`src/rtl/mtg_pkg.sv`:
```
// Shared types, constants and the tempering function of the MT19937 generator.
package mtg_pkg;

  localparam int STATE_WORDS   = 624;
  localparam int MIDDLE_OFFSET = 397;
  localparam int IDX_W         = 10;
  localparam int WORD_W        = 32;

  localparam logic [IDX_W-1:0] LAST_IDX     = IDX_W'(STATE_WORDS - 1);
  localparam logic [IDX_W-1:0] REGEN_IDX    = IDX_W'(STATE_WORDS);
  localparam logic [IDX_W-1:0] UNSEEDED_IDX = IDX_W'(STATE_WORDS + 1);

  localparam logic [WORD_W-1:0] TWIST_MATRIX = 32'h9908b0df;
  localparam logic [WORD_W-1:0] HIGH_BIT     = 32'h80000000;
  localparam logic [WORD_W-1:0] LOW_BITS     = 32'h7fffffff;
  localparam logic [WORD_W-1:0] TEMPER_B     = 32'h9d2c5680;
  localparam logic [WORD_W-1:0] TEMPER_C     = 32'hefc60000;
  localparam logic [WORD_W-1:0] SEED_MULT    = 32'd69069;
  localparam logic [WORD_W-1:0] DEFAULT_SEED = 32'd4357;

  typedef enum logic {
    CMD_DRAW = 1'b0,
    CMD_SEED = 1'b1
  } cmd_t;

  typedef struct packed {
    logic              valid;
    cmd_t              cmd;
    logic [WORD_W-1:0] seed;
  } op_t;

  typedef enum logic [2:0] {
    ST_IDLE,
    ST_SEED,
    ST_PRIME,
    ST_TW_READ,
    ST_TW_CALC,
    ST_DRAW_READ,
    ST_DRAW_OUT
  } eng_state_t;

  function automatic logic [WORD_W-1:0] temper(input logic [WORD_W-1:0] x);
    logic [WORD_W-1:0] y;
    y = x;
    y = y ^ (y >> 11);
    y = y ^ ((y << 7) & TEMPER_B);
    y = y ^ ((y << 15) & TEMPER_C);
    y = y ^ (y >> 18);
    return y;
  endfunction

endpackage

```
`src/rtl/mtg_front.sv`:
```
// Two-entry command queue that accepts and holds incoming items.
module mtg_front
  import mtg_pkg::*;
(
  input  logic              clk,
  input  logic              rst,
  input  logic              push,
  output logic              full,
  input  logic              cmd,
  input  logic [WORD_W-1:0] seed_value,
  output op_t               head,
  input  logic              head_pop
);

  cmd_t              cmd_q  [2];
  logic [WORD_W-1:0] seed_q [2];
  logic              wr_ptr;
  logic              rd_ptr;
  logic [1:0]        count;
  logic              do_push;
  logic              do_pop;

  assign full    = (count == 2'd2);
  assign do_push = push && !full;
  assign do_pop  = head_pop && (count != 2'd0);

  always_ff @(posedge clk) begin
    if (rst) begin
      wr_ptr <= 1'b0;
      rd_ptr <= 1'b0;
      count  <= 2'd0;
    end else begin
      if (do_push) begin
        wr_ptr <= !wr_ptr;
      end
      if (do_pop) begin
        rd_ptr <= !rd_ptr;
      end
      if (do_push && !do_pop) begin
        count <= count + 2'd1;
      end else if (!do_push && do_pop) begin
        count <= count - 2'd1;
      end
    end
  end

  always_ff @(posedge clk) begin
    if (do_push) begin
      cmd_q[wr_ptr]  <= cmd_t'(cmd);
      seed_q[wr_ptr] <= seed_value;
    end
  end

  always_comb begin
    head.valid = (count != 2'd0);
    head.cmd   = cmd_q[rd_ptr];
    head.seed  = seed_q[rd_ptr];
  end

endmodule

```
`config.mk`:
```
export PLATFORM = sky130hd
export DESIGN_NAME = mtg_front
export DESIGN_NICKNAME = d
export VERILOG_FILES = /design/src/rtl/mtg_pkg.sv /design/src/rtl/mtg_front.sv
export SDC_FILE = /design/constraint.sdc
export NUM_CORES = 1
export LEC_CHECK = 0
export ABC_AREA = 1
export BUFFER_PORTS_ARGS = -buffer_cell sky130_fd_sc_hd__clkbuf_2
export CORE_ASPECT_RATIO = 0.6
export CORE_UTILIZATION = 55
export CTS_BUF_LIST = sky130_fd_sc_hd__clkbuf_16
export DETAILED_ROUTE_END_ITERATION = 6
export PLACE_DENSITY = 0.81
export SYNTH_ARGS = -nofsm -noshare
export SYNTH_HDL_FRONTEND = slang
export SYNTH_SLANG_ARGS = --single-unit
```
`constraint.sdc`:
```
create_clock -name clk -period 8.6 [get_ports clk]
set_clock_uncertainty 0.2 [all_clocks]
set_input_delay 2.58 -clock clk [delete_from_list [all_inputs] [get_ports clk]]
set_output_delay 2.58 -clock clk [all_outputs]
set_load 0.02 [all_outputs]
```
==> results.ini <==
[run_status]
status = complete, no violations

[hold_path]
hold_depth = 2
hold_start = rd_ptr
hold_path.class = reg2reg

[placed_design]
io_buffers = 71
place_ws_ns = 4.18
placedInstanceArea_mm2 = 0.00316
placed_cells = 270
dpl.hpwl_um = 2700
routabilityCongestion = 0.682

[grt]
antenna_found_initial = 0
grt_overflow = 0
grt_pass1_wl_um = 6640
grt_start_max_net_pins = 34
grt-busiest-layer = met2
gr-usage-all-layers_pct = 18.0
grt_pass1_vias = 1393
use_met3_pct = 9.60
grtUsageMet2_pct = 27.2
use_met1_pct = 20.9

[yosys]
yosys_warnings = 0
synthesis.area_mm2 = 0.00278
syn_area_per_cell_um2 = 19.9
synthCells = 140
yosysTopAreaCell = edfxtp_1
ys_seq_elements = 71
synth_top_area_share_pct = 71.3
yosysSeqAreaShare_pct = 74.9
synth.top_cells.by_area = edfxtp_1 (71%), mux2_4 (16%), dfxtp_1 (3.6%), buf_12 (2.2%), mux2_2 (1.2%)
syn_nets = 178
synth.distinct_cells = 15

[pwr]
p_int_uw = 812
p_sw_uw = 312
power.density_mw_per_mm2 = 324
sequentialPowerShare_pct = 42.4
p_leak_nw = 1.43
switching_share_pct = 27.8
p_comb_share_pct = 23.9
clock_power_share_pct = 33.7
ir_worst_vdd_v = 0.000233

[clock_network]
ctsLongestPathBuffers = 2
ctsResizeCount = 0
cts.sinks = 71
clk-insertion-delay-late_ns = 0.33
numCtsBuffers = 9
root_buffer = clkbuf_16
cts_hold_buf = 0
tritoncts = built
cts.htree.levels = 3
cts_setup_buffers = 0
path_clk_slew_ns = 0.05

[finish]
design_area_mm2 = 0.00347
drive_above_1_share_pct = 55.2
fin_cells = 286
areaGrowthSynthToFinish_pct = 24.9
antenna_cells = 0
nNetsFinal = 256
fin_util_pct = 73.8

[critical_path]
cp_cell_sequence = mux2_2, clkbuf_2
rr_startpoint = count[1]
worst_r2r_path_depth = 3
arrival_ns = 1.95
crit_slowest_cell = dfxtp_2
worstPathRequired_ns = 5.82
crit_path_start_kind = flip-flop
worst-path-buf-inv = 1
critPathCaptureType = primary output
crit_fanout = 33
critPathTopFamily = flip-flops
r2r_setup_slack_ns = 6.71
cpPeakStageDelay_ns = 1.03
rr_endpoint = seed_q[1][29]
crit_type = reg2out

[route]
wl_per_cell_um = 14.6
ant_nets = 0
wl_um = 4170
routed_via_density = 4.84
first_iter_violations = 59
vias = 1383
drc = 0
firstDrtPassIters = 4

[sta]
max_freq_mhz = 211
setup_viol = 0
rsz0062_at_grt = no
fin_tns_setup_ns = 0
worstMarginPinSlew_ns = 1.09
max_slew_margin_pct = 27.5
drv_slew = 0
period_needed_ns = 4.73
hold_violations = 0
post-route-period-util_pct = 55.0
fin_ws_ns = 3.87

[floorplan]
die_area_mm2 = 0.00535
rows = 19
die_w_um = 93.8
core_area_mm2 = 0.00471
die_height_um = 57.1
initial_core_util_pct = 59.1
ios = 72

[flow_run]
max-cap-violations = 0

[registers in the layout (all words and copies together) (netlist names), named ones only]
| register | flops |
|---|---|
| wr_ptr | 1 |
| seed_q | 64 |
| count | 2 |
| cmd_q | 2 |
| rd_ptr | 1 |
[worst max path at each step]
stage                     endpoint  slack [ns]  cells past startpoint
after global placement    head[22]        4.21                      2
after detailed placement  head[27]        4.18                      2
after floorplan           cmd_q[1]        3.94                      2
after global routing      head[27]        3.77                      2
after CTS                 head[27]        3.82                      2
final                     head[27]        3.87                      2
[cells in the final DEF, fill, tap and decap left out]
cell,n
a21oi_1,2
bufinv_16,2
clkbuf_16,9
clkbuf_2,71
clkinv_1,1
clkinv_2,3
clkinv_4,1
dfxtp_1,4
dfxtp_2,1
edfxtp_1,66
ha_1,1
inv_1,8
mux2_2,3
mux2_4,30
nand2_1,7
nand3_1,2
nand4_1,1
nor2_1,6
nor2_4,2
o21ai_0,2
o21ai_2,1
[layout make-up]
class	instances	area (um2)
clock inverter	7	87.6
fill	301	1230
clock buffer	9	225
sequential	71	2080
tap	63	78.8
inverter	8	30.0
timing repair buffer	71	355
multi-input combinational	57	613
[synth_stat cells]
library cell,number
nor2_1,8
inv_1,8
nand3_1,2
o21ai_2,1
edfxtp_1,66
buf_6,1
dfxtp_1,5
buf_12,3
mux2_4,30
nand2_1,7
o21ai_0,2
mux2_2,3
ha_1,1
a21oi_1,2
nand4_1,1
[metrics by stage]
stage               power [mW]  hold slack, ns
finish                    1.12           0.304
global route              1.18           0.359
CTS                       1.14           0.314
detailed placement       0.755           0.292
global placement         0.748           0.279
floorplan                0.690           0.265
[worst reg2reg max path: stages (launching register included)]
cell     delay, ns
dfxtp_1       0.31
inv_1         0.13
o21ai_2       0.13
nor2_4        0.73
[kinds of logic after synthesis]
kind of cell | count (synthesis) | synth area share (%)
and+or+nand+nor | 18 | 2.61
buffers and inverters | 12 | 3.64
AOI/OAI and AO/OA | 5 | 1.03
muxes | 33 | 17.4
DFF | 71 | 74.9
adders and majority gates | 1 | 0.450
[power groups by stage]
stage / sequential, mW / clock, mW / combinational (mW)
global placement: 0.481 / 0 / 0.267
floorplan: 0.458 / 0 / 0.232
finish: 0.477 / 0.379 / 0.268
detailed placement: 0.485 / 0 / 0.270
CTS: 0.478 / 0.388 / 0.272
global route: 0.483 / 0.400 / 0.292
[metal layers]
| layer | share of wire [%] | up-vias | routed length [um] |
|---|---|---|---|
| li1 | - | 681 | - |
| met1 | 44 | 633 | 1840 |
| met2 | 44 | 58 | 1850 |
| met3 | 9.1 | 11 | 378 |
| met4 | 2.4 | 0 | 99 |
| met5 | 0 | - | 0 |
Note: power is estimated with default switching activity, not from simulation.
